File: config.mk
export PLATFORM = sky130hd
export DESIGN_NAME = sha256_stream_hash
export DESIGN_NICKNAME = d
export VERILOG_FILES = /design/src/rtl/sha_pkg.sv /design/src/rtl/sha_datapath.sv /design/src/rtl/sha_ctrl.sv /design/src/rtl/sha256_stream_hash.sv
export SDC_FILE = /design/constraint.sdc
export NUM_CORES = 2
export LEC_CHECK = 0
export BUFFER_PORTS_ARGS = -buffer_cell sky130_fd_sc_hd__clkbuf_2
export CORE_AREA = 3 3 367 369
export DETAILED_ROUTE_END_ITERATION = 6
export DIE_AREA = 0 0 370 372
export HOLD_SLACK_MARGIN = 0.12
export PLACE_DENSITY = 0.9
export SYNTH_ARGS = -nofsm -noshare
export SYNTH_HDL_FRONTEND = slang
export SYNTH_HIERARCHICAL = 1
export SYNTH_SLANG_ARGS = --single-unit
File: constraint.sdc
create_clock -name clk -period 16.35 [get_ports clk]
set_input_delay 1.635 -clock clk [delete_from_list [all_inputs] [get_ports clk]]
set_output_delay 1.635 -clock clk [all_outputs]
set_load 0.01 [all_outputs]
File: src/rtl/sha_pkg.sv
`default_nettype none
package sha_pkg;
	localparam int WordW = 32;
	localparam int Rounds = 64;

	localparam logic [31:0] PadWord = 32'h8000_0000;

	typedef logic [31:0] word_t;

	// Datapath command set issued by the controller.
	typedef enum logic [2:0] {
		CMD_NONE  = 3'd0,
		CMD_PUT   = 3'd1,  // store word at fill, fill++
		CMD_ZERO  = 3'd2,  // store zero at fill, fill++
		CMD_LEN   = 3'd3,  // store length word at fill, fill++
		CMD_START = 3'd4,  // load working vars from chaining value
		CMD_ROUND = 3'd5,
		CMD_ADD   = 3'd6,  // fold working vars into chaining value
		CMD_REARM = 3'd7
	} cmd_t;

	typedef struct packed {
		cmd_t        op;
		logic [31:0] data;
	} sha_cmd_t;

	typedef struct packed {
		logic [4:0] fill;   // 0..16
		logic [5:0] round;
	} sha_stat_t;

	function automatic word_t rotr(input word_t x, input int n);
		rotr = (x >> n) | (x << (32 - n));
	endfunction

	function automatic word_t round_k(input logic [5:0] r);
		word_t k [64] = '{
			32'h428a2f98, 32'h71374491, 32'hb5c0fbcf, 32'he9b5dba5, 32'h3956c25b,
			32'h59f111f1, 32'h923f82a4, 32'hab1c5ed5, 32'hd807aa98, 32'h12835b01,
			32'h243185be, 32'h550c7dc3, 32'h72be5d74, 32'h80deb1fe, 32'h9bdc06a7,
			32'hc19bf174, 32'he49b69c1, 32'hefbe4786, 32'h0fc19dc6, 32'h240ca1cc,
			32'h2de92c6f, 32'h4a7484aa, 32'h5cb0a9dc, 32'h76f988da, 32'h983e5152,
			32'ha831c66d, 32'hb00327c8, 32'hbf597fc7, 32'hc6e00bf3, 32'hd5a79147,
			32'h06ca6351, 32'h14292967, 32'h27b70a85, 32'h2e1b2138, 32'h4d2c6dfc,
			32'h53380d13, 32'h650a7354, 32'h766a0abb, 32'h81c2c92e, 32'h92722c85,
			32'ha2bfe8a1, 32'ha81a664b, 32'hc24b8b70, 32'hc76c51a3, 32'hd192e819,
			32'hd6990624, 32'hf40e3585, 32'h106aa070, 32'h19a4c116, 32'h1e376c08,
			32'h2748774c, 32'h34b0bcb5, 32'h391c0cb3, 32'h4ed8aa4a, 32'h5b9cca4f,
			32'h682e6ff3, 32'h748f82ee, 32'h78a5636f, 32'h84c87814, 32'h8cc70208,
			32'h90befffa, 32'ha4506ceb, 32'hbef9a3f7, 32'hc67178f2};
		round_k = k[r];
	endfunction

	function automatic word_t init_hash(input logic [2:0] i);
		word_t h [8] = '{32'h6a09e667, 32'hbb67ae85, 32'h3c6ef372, 32'ha54ff53a,
			32'h510e527f, 32'h9b05688c, 32'h1f83d9ab, 32'h5be0cd19};
		init_hash = h[i];
	endfunction
endpackage
`default_nettype wire

File: src/rtl/sha_datapath.sv
`default_nettype none
module sha_datapath import sha_pkg::*; (
	input  wire logic      clk,
	input  wire logic      arst_n,
	input  wire sha_cmd_t  cmd,
	input  wire logic [2:0] rd_index,
	output word_t          rd_word,
	output sha_stat_t      stat
);
	word_t cv_q [8];
	word_t wv_q [8];
	word_t win_q [16];
	logic [4:0] fill_q;
	logic [5:0] round_q;

	logic [3:0] j;
	word_t wa, wb, s0w, s1w, wj, t1, t2, s0, s1, ch, maj;

	assign j = round_q[3:0];
	assign stat = '{fill: fill_q, round: round_q};
	assign rd_word = cv_q[rd_index];

	always_comb begin
		wa  = win_q[j + 4'd1];
		wb  = win_q[j + 4'd14];
		s0w = rotr(wa, 7) ^ rotr(wa, 18) ^ (wa >> 3);
		s1w = rotr(wb, 17) ^ rotr(wb, 19) ^ (wb >> 10);
		wj  = (round_q >= 6'd16) ? win_q[j] + s0w + win_q[j + 4'd9] + s1w : win_q[j];
		s1  = rotr(wv_q[4], 6) ^ rotr(wv_q[4], 11) ^ rotr(wv_q[4], 25);
		ch  = (wv_q[4] & wv_q[5]) ^ (~wv_q[4] & wv_q[6]);
		t1  = wv_q[7] + s1 + ch + round_k(round_q) + wj;
		s0  = rotr(wv_q[0], 2) ^ rotr(wv_q[0], 13) ^ rotr(wv_q[0], 22);
		maj = (wv_q[0] & wv_q[1]) ^ (wv_q[0] & wv_q[2]) ^ (wv_q[1] & wv_q[2]);
		t2  = s0 + maj;
	end

	always_ff @(posedge clk or negedge arst_n) begin
		if (!arst_n) begin
			fill_q  <= '0;
			round_q <= '0;
			for (int i = 0; i < 8; i++) cv_q[i] <= init_hash(3'(i));
		end else begin
			case (cmd.op)
				CMD_PUT, CMD_ZERO, CMD_LEN: begin
					win_q[fill_q[3:0]] <= (cmd.op == CMD_ZERO) ? '0 : cmd.data;
					fill_q <= fill_q + 5'd1;
				end
				CMD_START: begin
					round_q <= '0;
					for (int i = 0; i < 8; i++) wv_q[i] <= cv_q[i];
				end
				CMD_ROUND: begin
					win_q[j] <= wj;
					round_q <= round_q + 6'd1;
					wv_q[7] <= wv_q[6]; wv_q[6] <= wv_q[5]; wv_q[5] <= wv_q[4];
					wv_q[4] <= wv_q[3] + t1;
					wv_q[3] <= wv_q[2]; wv_q[2] <= wv_q[1]; wv_q[1] <= wv_q[0];
					wv_q[0] <= t1 + t2;
				end
				CMD_ADD: begin
					fill_q <= '0;
					for (int i = 0; i < 8; i++) cv_q[i] <= cv_q[i] + wv_q[i];
				end
				CMD_REARM: begin
					fill_q <= '0;
					for (int i = 0; i < 8; i++) cv_q[i] <= init_hash(3'(i));
				end
				default: ;
			endcase
		end
	end
endmodule
`default_nettype wire

File: src/rtl/sha_ctrl.sv
`default_nettype none
module sha_ctrl import sha_pkg::*; (
	input  wire logic        clk,
	input  wire logic        arst_n,
	input  wire logic        in_valid,
	output logic             in_ready,
	input  wire logic [31:0] in_word,
	input  wire logic [2:0]  in_vb,
	input  wire logic        in_last,
	output logic             out_valid,
	input  wire logic        out_ready,
	output logic [2:0]       out_index,
	input  wire sha_stat_t   stat,
	output sha_cmd_t         cmd
);
	typedef enum logic [7:0] {
		S_IDLE  = 8'b0000_0001,
		S_PAD80 = 8'b0000_0010,  // append 0x80 word after a full last word
		S_FILL  = 8'b0000_0100,  // zero fill up to the length words; stores the high length word
		S_START = 8'b0000_1000,
		S_RUN   = 8'b0001_0000,
		S_ADD   = 8'b0010_0000,
		S_OUT   = 8'b0100_0000,
		S_LENLO = 8'b1000_0000
	} state_t;

	state_t state_q;
	logic [63:0] len_q;
	logic fin_q;      // message ended: padding in progress
	logic pad_q;      // 0x80 word still owed after the next compression
	logic lenblk_q;   // the block being compressed carries the length words
	logic [2:0] idx_q;
	logic [2:0] vb;
	logic [63:0] len_nx;
	word_t mask, padw;

	assign in_ready  = (state_q == S_IDLE);
	assign out_valid = (state_q == S_OUT);
	assign out_index = idx_q;

	always_comb begin
		vb = in_last ? ((in_vb > 3'd4) ? 3'd4 : in_vb) : 3'd4;
		len_nx = len_q + {58'd0, vb, 3'd0};
		mask = (vb == 3'd0) ? '0 : ('1 << {(3'd4 - vb), 3'd0});
		padw = 32'h80 << {(2'd3 - vb[1:0]), 3'd0};
	end

	always_comb begin
		cmd = '{op: CMD_NONE, data: '0};
		case (state_q)
			S_IDLE: if (in_valid) begin
				cmd.op = CMD_PUT;
				cmd.data = (vb == 3'd4) ? in_word : ((in_word & mask) | padw);
			end
			S_PAD80: cmd = '{op: CMD_PUT, data: PadWord};
			S_FILL:  cmd = (stat.fill == 5'd14) ? '{op: CMD_LEN, data: len_q[63:32]}
				: '{op: CMD_ZERO, data: '0};
			S_LENLO: cmd = '{op: CMD_LEN, data: len_q[31:0]};
			S_START: cmd.op = CMD_START;
			S_RUN:   cmd.op = CMD_ROUND;
			S_ADD:   cmd.op = CMD_ADD;
			S_OUT:   if (out_ready && idx_q == 3'd7) cmd.op = CMD_REARM;
			default: ;
		endcase
	end

	always_ff @(posedge clk or negedge arst_n) begin
		if (!arst_n) begin
			state_q <= S_IDLE;
			len_q <= '0;
			fin_q <= 1'b0;
			pad_q <= 1'b0;
			lenblk_q <= 1'b0;
			idx_q <= '0;
		end else begin
			case (state_q)
				S_IDLE: if (in_valid) begin
					len_q <= len_nx;
					if (in_last) begin
						fin_q <= 1'b1;
						if (vb == 3'd4 && stat.fill == 5'd15) begin
							pad_q <= 1'b1;
							state_q <= S_START;
						end else if (vb == 3'd4) state_q <= S_PAD80;
						else if (stat.fill == 5'd15) state_q <= S_START;
						else state_q <= S_FILL;
					end else if (stat.fill == 5'd15) state_q <= S_START;
				end
				S_PAD80: state_q <= (stat.fill == 5'd15) ? S_START : S_FILL;
				S_FILL: begin
					if (stat.fill == 5'd15) state_q <= S_START;
					else if (stat.fill == 5'd14) state_q <= S_LENLO;
				end
				S_LENLO: begin
					lenblk_q <= 1'b1;
					state_q <= S_START;
				end
				S_START: state_q <= S_RUN;
				S_RUN: if (stat.round == 6'(Rounds - 1)) state_q <= S_ADD;
				S_ADD: begin
					// Mid-message, return to idle; after the length block, show the digest; otherwise resume padding.
					if (!fin_q) state_q <= S_IDLE;
					else if (pad_q) begin
						pad_q <= 1'b0;
						state_q <= S_PAD80;
					end else if (lenblk_q) state_q <= S_OUT;
					else state_q <= S_FILL;
					lenblk_q <= 1'b0;
					idx_q <= '0;
				end
				S_OUT: if (out_ready) begin
					idx_q <= idx_q + 3'd1;
					if (idx_q == 3'd7) begin
						state_q <= S_IDLE;
						fin_q <= 1'b0;
						len_q <= '0;
					end
				end
				default: state_q <= S_IDLE;
			endcase
		end
	end
endmodule
`default_nettype wire

File: src/rtl/sha256_stream_hash.sv
// Channel  Dir  Payload
// s_axis   in   tdata[31:0] message_word, tuser[2:0] valid_bytes, tlast last_item
// m_axis   out  tdata[31:0] digest_word, tuser[2:0] digest_index, tlast digest_last
// A non-final word is stored as it is taken; the 16th word of a block also starts
// a compression (load, 64 rounds through the single round unit, fold).
// A final word costs one or two compressions plus padding with zero fill and the
// length words, then eight result words, which stall while m_axis_tready is low.
// Reset loads the initial hash value; no request is taken while busy.
`default_nettype none
module sha256_stream_hash import sha_pkg::*; (
	input  wire logic        clk,
	input  wire logic        arst_n,
	input  wire logic        s_axis_tvalid,
	output logic             s_axis_tready,
	input  wire logic [31:0] s_axis_tdata,   // message_word
	input  wire logic [2:0]  s_axis_tuser,   // valid_bytes
	input  wire logic        s_axis_tlast,
	output logic             m_axis_tvalid,
	input  wire logic        m_axis_tready,
	output logic [31:0]      m_axis_tdata,   // digest_word
	output logic [2:0]       m_axis_tuser,   // digest_index
	output logic             m_axis_tlast
);
	sha_cmd_t  cmd;
	sha_stat_t stat;
	logic [2:0] idx;

	sha_ctrl u_ctrl (
		.clk, .arst_n,
		.in_valid(s_axis_tvalid), .in_ready(s_axis_tready),
		.in_word(s_axis_tdata), .in_vb(s_axis_tuser), .in_last(s_axis_tlast),
		.out_valid(m_axis_tvalid), .out_ready(m_axis_tready), .out_index(idx),
		.stat, .cmd
	);

	sha_datapath u_dp (
		.clk, .arst_n, .cmd, .rd_index(idx), .rd_word(m_axis_tdata), .stat
	);

	assign m_axis_tuser = idx;
	assign m_axis_tlast = (idx == 3'd7);

`ifndef SYNTHESIS
	a_no_overlap: assert property (@(posedge clk) disable iff (!arst_n)
		!(s_axis_tready && m_axis_tvalid)) else $error("input taken while emitting");
	a_fill_range: assert property (@(posedge clk) disable iff (!arst_n)
		stat.fill <= 5'd16) else $error("fill overflow");
	a_idx_wrap: assert property (@(posedge clk) disable iff (!arst_n)
		m_axis_tvalid && m_axis_tready && m_axis_tlast |=> !m_axis_tvalid)
		else $error("digest overran");
`endif
endmodule
`default_nettype wire

=== Word level (Yosys, flattened, before mapping) ===
Memories as Yosys holds them, arrays and structs flattened.
Index checks and enable logic that the tools add are counted.

* $add $sub $neg: 27
* $mul: 0
* Divide/modulo/power cells: 0
* Order comparisons: 4
* Equality and inequality tests: 29
* Shifts and indexed selects: 2
* Muxes and demuxes: 68
* Bitwise gates (word level): 39
* Reductions and logical operators: 21

{| class="wikitable"
|+ Operators with widths
! cell !! count
|-
| 32-bit adder || 18
|-
| 32-bit two-way mux || 17
|-
| 256-bit case mux with 2 select lines || 1
|-
| 32-bit bitwise XOR || 9
|-
| 32-bit AND || 6
|-
| 64-bit two-way mux || 3
|-
| 32-bit case mux with 4 select lines || 1
|-
| 64-bit case mux with 2 select lines || 1
|-
| 32-bit binary-select mux with 3-bit select || 1
|-
| 8-bit two-way mux || 12
|-
| 33-bit two-way mux || 2
|-
| 64-bit by 6-bit adder with 64-bit output || 1
|-
| 8-bit case mux with 8 select lines || 1
|-
| 32-bit NOT || 1
|-
| 10-bit by 32-bit OR with 32-bit output || 1
|-
| 13-bit by 32-bit OR with 32-bit output || 1
|-
| 14-bit by 32-bit OR with 32-bit output || 1
|-
| 15-bit by 32-bit OR with 32-bit output || 1
|-
| 19-bit by 32-bit OR with 32-bit output || 1
|-
| 21-bit by 32-bit OR with 32-bit output || 1
|-
| 25-bit by 32-bit OR with 32-bit output || 1
|-
| 26-bit by 32-bit OR with 32-bit output || 1
|-
| 30-bit by 32-bit OR with 32-bit output || 1
|-
| 32-bit OR || 1
|-
| 54 further kinds || 106
|}

* Flip-flop bits (word level): 345
* Latch bits: 0
* Memory bits (writable): 768
* Memory bits (read-only): 2048
* Output and inout port bits: 38
* Word-level logic and storage cells: 209
* Memories kept: 3

{| class="wikitable"
|+ Memory list
! memory !! words !! bits a word !! read ports !! clocked after memory_dff !! wr ports !! RTL line !! text
|-
| (no name shown) || 64 || 32 || 1 || 0 || 0 || sha_pkg.sv:51 || <nowiki>round_k = k[r];</nowiki>
|-
| u_dp.win_q || 16 || 32 || 4 || 0 || 1 || sha_datapath.sv:12 || <nowiki>word_t win_q [16];</nowiki>
|-
| u_dp.wv_q || 8 || 32 || 8 || 0 || 8 || sha_datapath.sv:11 || <nowiki>word_t wv_q [8];</nowiki>
|}

=== Logic depth before layout (Yosys ltp) ===
* Depth after elaboration: 17
* Mapped depth: 58
* Gate-level depth less buffers: 53

=== Modules after synthesis ===
Netlist, hierarchy kept.

{| class="wikitable"
|+ By module, submodules not included
! module !! instances !! cells an instance !! area each (µm²)
|-
| sha_datapath || 1 || 7285 || 78818.1
|-
| sha_ctrl || 1 || 606 || 5137.4
|-
| sha256_stream_hash || 1 || 1 || 6.3
|}

=== Worst setup path before layout ===
No wires, ideal clock.

* Path kind: register -> register
* Start point: register u_dp.round_q[1]
* End point: memory u_dp/wv_q[0][29] in the netlist's numbering (data pin)
* Library setup time: 0.265 ns
* Arrival: 13.066 ns
* Slack: 3.019 ns
* Stages on the path, launching flop included: 55
* Path buffers: 8
* Period minus slack after synthesis: 13.331 ns
* Path through: dfrtp_1 -> buf_2 -> buf_1 -> inv_2 -> clkbuf_1 -> ha_1 -> buf_6 -> buf_12 -> buf_2 -> buf_2 -> buf_1 -> mux4_2 -> mux4_2 -> xnor2_1 -> fa_1 -> fa_1 -> ha_1 -> fa_1 -> (+19 left out) -> a21o_1 -> a21o_1 -> xor2_1 -> inv_1 -> fa_1 -> inv_1 -> ha_1 -> a21o_1 -> a211oi_1 -> o31ai_1 -> a41oi_1 -> o21ai_1 -> a311o_1 -> a21o_1 -> a21o_1 -> a21oi_1 -> xor2_1 -> o21ai_1

{| class="wikitable"
|+ RTL lines
! what !! RTL line !! text
|-
| from (decl) || sha_datapath.sv:14 || <nowiki>logic [5:0] round_q;</nowiki>
|-
| from (signal assigned) || sha_datapath.sv:54 || <nowiki>round_q <= round_q + 6'd1;</nowiki>
|-
| to (decl) || sha_datapath.sv:11 ||
|}

==> impl_metrics.json <==
{
  "use_met1_pct": 52.7,
  "relSlewSlack_pct": 7.00,
  "crit_cells": 50,
  "cts_tree": "yes",
  "grt_pass1_vias": 69025,
  "netlist.area_leader.share_pct": 27.5,
  "io_buffers": 77,
  "track_usage_pct": 43.2,
  "reg2reg_from": "u_dp/round_q[0]",
  "regArea_um2": 31800,
  "grt-busiest-layer": "met2",
  "vias": 71360,
  "antenna_found_initial": 11,
  "reg2reg_to": "u_dp/wv_q[0][31]",
  "die_area_um2": 138000,
  "crit_path_max_incr_delay_ps": 1050,
  "cts_root_buffer": "clkbuf_16",
  "cp-start-kind": "flop",
  "rsz0062_at_grt": "no",
  "routed_wl_um": 300000,
  "initial_utilization_pct": 63.9,
  "drive_gt1_share_pct": 15.0,
  "finalSetupViolCount": 0,
  "fin_tns_setup_ps": 0,
  "synth-async-reset-ratio_pct": 30.8,
  "synth-edff-count": 768,
  "endpoint": "u_dp/wv_q[0][31]",
  "pin_count": 78,
  "htree_levels": 3,
  "synth_seq_cells": 1110,
  "post-place-cells": 9410,
  "grt_max_degree": 164,
  "synth_ff_type": "edfxtp_1",
  "area_delta_synth_final_pct": 7.43,
  "wl_per_cell_um": 31.1,
  "rrSetupSlack_ps": 1440,
  "end_kind": "flop",
  "drc": 18,
  "status": "complete, but fails checks",
  "slowest_stage": "mux2i_1",
  "startpoint": "u_dp/round_q[0]",
  "numCtsBuffers": 118,
  "use_met2_pct": 63.3,
  "nets": 8429,
  "path_clk_slew_ps": 60,
  "synth_top_cells_by_area": "edfxtp_1, mux4_2, ha_1, dfrtp_1, fa_1",
  "yosysWarnings": 6,
  "firstDrtPassIters": 7,
  "met3_usage_pct": 14.8,
  "syn_nets": 8546,
  "die_y_um": 372,
  "postRouteAntennaNets": 0,
  "ctsResizeCount": 0,
  "finClkSkew_ps": 42.0,
  "post-route-period-util_pct": 91.2,
  "syn-mean-instance-area_um2": 10.6,
  "required_ps": 16830,
  "worstSkewPairLatency_ps": 790,
  "ctsHoldBuffers": 0,
  "cts_buffer_depth": 3,
  "crit_type": "flop to flop",
  "synth_common_cells": "nand2_1, edfxtp_1, a21oi_1",
  "cts.sinks": 1110,
  "grt_pass1_wl_um": 443000,
  "yosysSeqAreaShare_pct": 37.9,
  "cpMostUsedCell": "inv_1",
  "timing.critical_path.arrival_ps": 15390,
  "nFillCells": 9149,
  "fmax_mhz": 67.1,
  "cap_violations": 0,
  "place_hpwl_um": 205000,
  "maxSlewViolCount": 0,
  "worst_slew_pin_slew_ps": 1360,
  "crit_family": "adder cells",
  "multi_input_area_um2": 48700,
  "instances_no_fill": 9637,
  "syn_inst": 7892,
  "detail_route.iter0.violations": 12048,
  "gp_congestion": 1.06,
  "row_count": 133,
  "crit_buf_inv": 9,
  "hold_viol": 0,
  "dieWidth_um": 370,
  "synth.most_common_cell": "nand2_1",
  "layout_min_cycle_time_ps": 14910,
  "synth_cell_types": 109,
  "syn_area_um2": 84000,
  "hp-class": "flop to flop",
  "yosys.area.top_type": "edfxtp_1",
  "cts_setup_buffers": 0,
  "detail_route.vias_per_cell": 7.40,
  "crit_fanout": 48,
  "violations": "design-rule violations",
  "core_area_um2": 131000,
  "grt-ovfl-total": 0,
  "r2r_cells": 50
}
==> how the worst min path moves through the flow <==
stage	start	end	cells after the start	slack [ps]
floorplan	u_dp/cv_q[32]	u_dp/cv_q[32]	2	450
global placement	u_dp/cv_q[32]	u_dp/cv_q[32]	2	460
detailed placement	u_dp/cv_q[32]	u_dp/cv_q[32]	2	470
CTS	u_dp/cv_q[32]	u_dp/cv_q[32]	2	480
global route	u_dp/cv_q[32]	u_dp/cv_q[32]	2	500
finish	u_dp/cv_q[32]	u_dp/cv_q[32]	2	480
==> layer usage <==
metal | share of wire, % | up-vias
met2 | 43 | 6636
met5 | 0.021 | -
met1 | 32 | 34206
li1 | - | 28781
met4 | 9.9 | 10
met3 | 15 | 1727
==> state kept, by name (all words and copies together) (netlist names) <==
| register | flops |
|---|---|
| u_dp/wv_q | 256 |
| u_dp/cv_q | 256 |
| u_ctrl/fin_q | 1 |
| u_dp/fill_q | 5 |
| u_ctrl/state_q | 8 |
| u_ctrl/len_q | 61 |
| u_dp/round_q | 6 |
| u_dp/win_q | 512 |
| u_ctrl/lenblk_q | 1 |
| u_ctrl/out_index | 3 |
| u_ctrl/pad_q | 1 |
==> cell usage in the layout (no fill, tap or decap), types with 146 or more instances in the layout <==
| cell | instances |
|---|---|
| a21o_1 | 202 |
| a21oi_1 | 527 |
| dfrtp_1 | 196 |
| edfxtp_1 | 768 |
| fa_1 | 197 |
| ha_1 | 413 |
| inv_1 | 526 |
| mux4_2 | 487 |
| nand2_1 | 1045 |
| nor2_1 | 416 |
| o21ai_0 | 358 |
| o21ai_1 | 146 |
| xnor2_1 | 348 |
| xor2_1 | 242 |
==> metrics by stage <==
stage	util [%]	setup WS [ps]	hold slack (ps)	cell area, um^2
global route	68.6	1120	497	90200
detailed placement	65.5	1960	474	86100
finish	68.6	1440	479	90200
CTS	68.6	1920	481	90200
floorplan	-	3020	450	84000
global placement	65.5	2240	461	86100
==> tightest hold or removal path, delay by kind of cell (launching register included) <==
family	cells	cell delay (ps)
flip-flops	1	380
AND/OR/NAND/NOR	2	100
==> final cells by class <==
type | count | area share [%]
multi-input combinational | 5820 | 54.0
antenna | 5 | 0.0139
sequential | 1110 | 35.3
tap | 1755 | 2.43
timing repair buffer | 193 | 1.54
clock inverter | 70 | 0.904
inverter | 532 | 2.21
clock buffer | 152 | 3.65
==> cell families after synthesis <==
group / Yosys count / synth area share [%]
AOI/OAI and AO/OA: 1845 / 13.8
muxes: 694 / 15.7
buffers and inverters: 962 / 4.43
xor gates and xnor gates: 593 / 6.21
and+or+nand+nor: 2069 / 11.0
adders and majority gates: 619 / 11.0
DFF: 1110 / 37.9
Power is left out: the tool's default activity adds up to more than one toggle a clock period on the data nets, which glitch-free logic cannot reach.
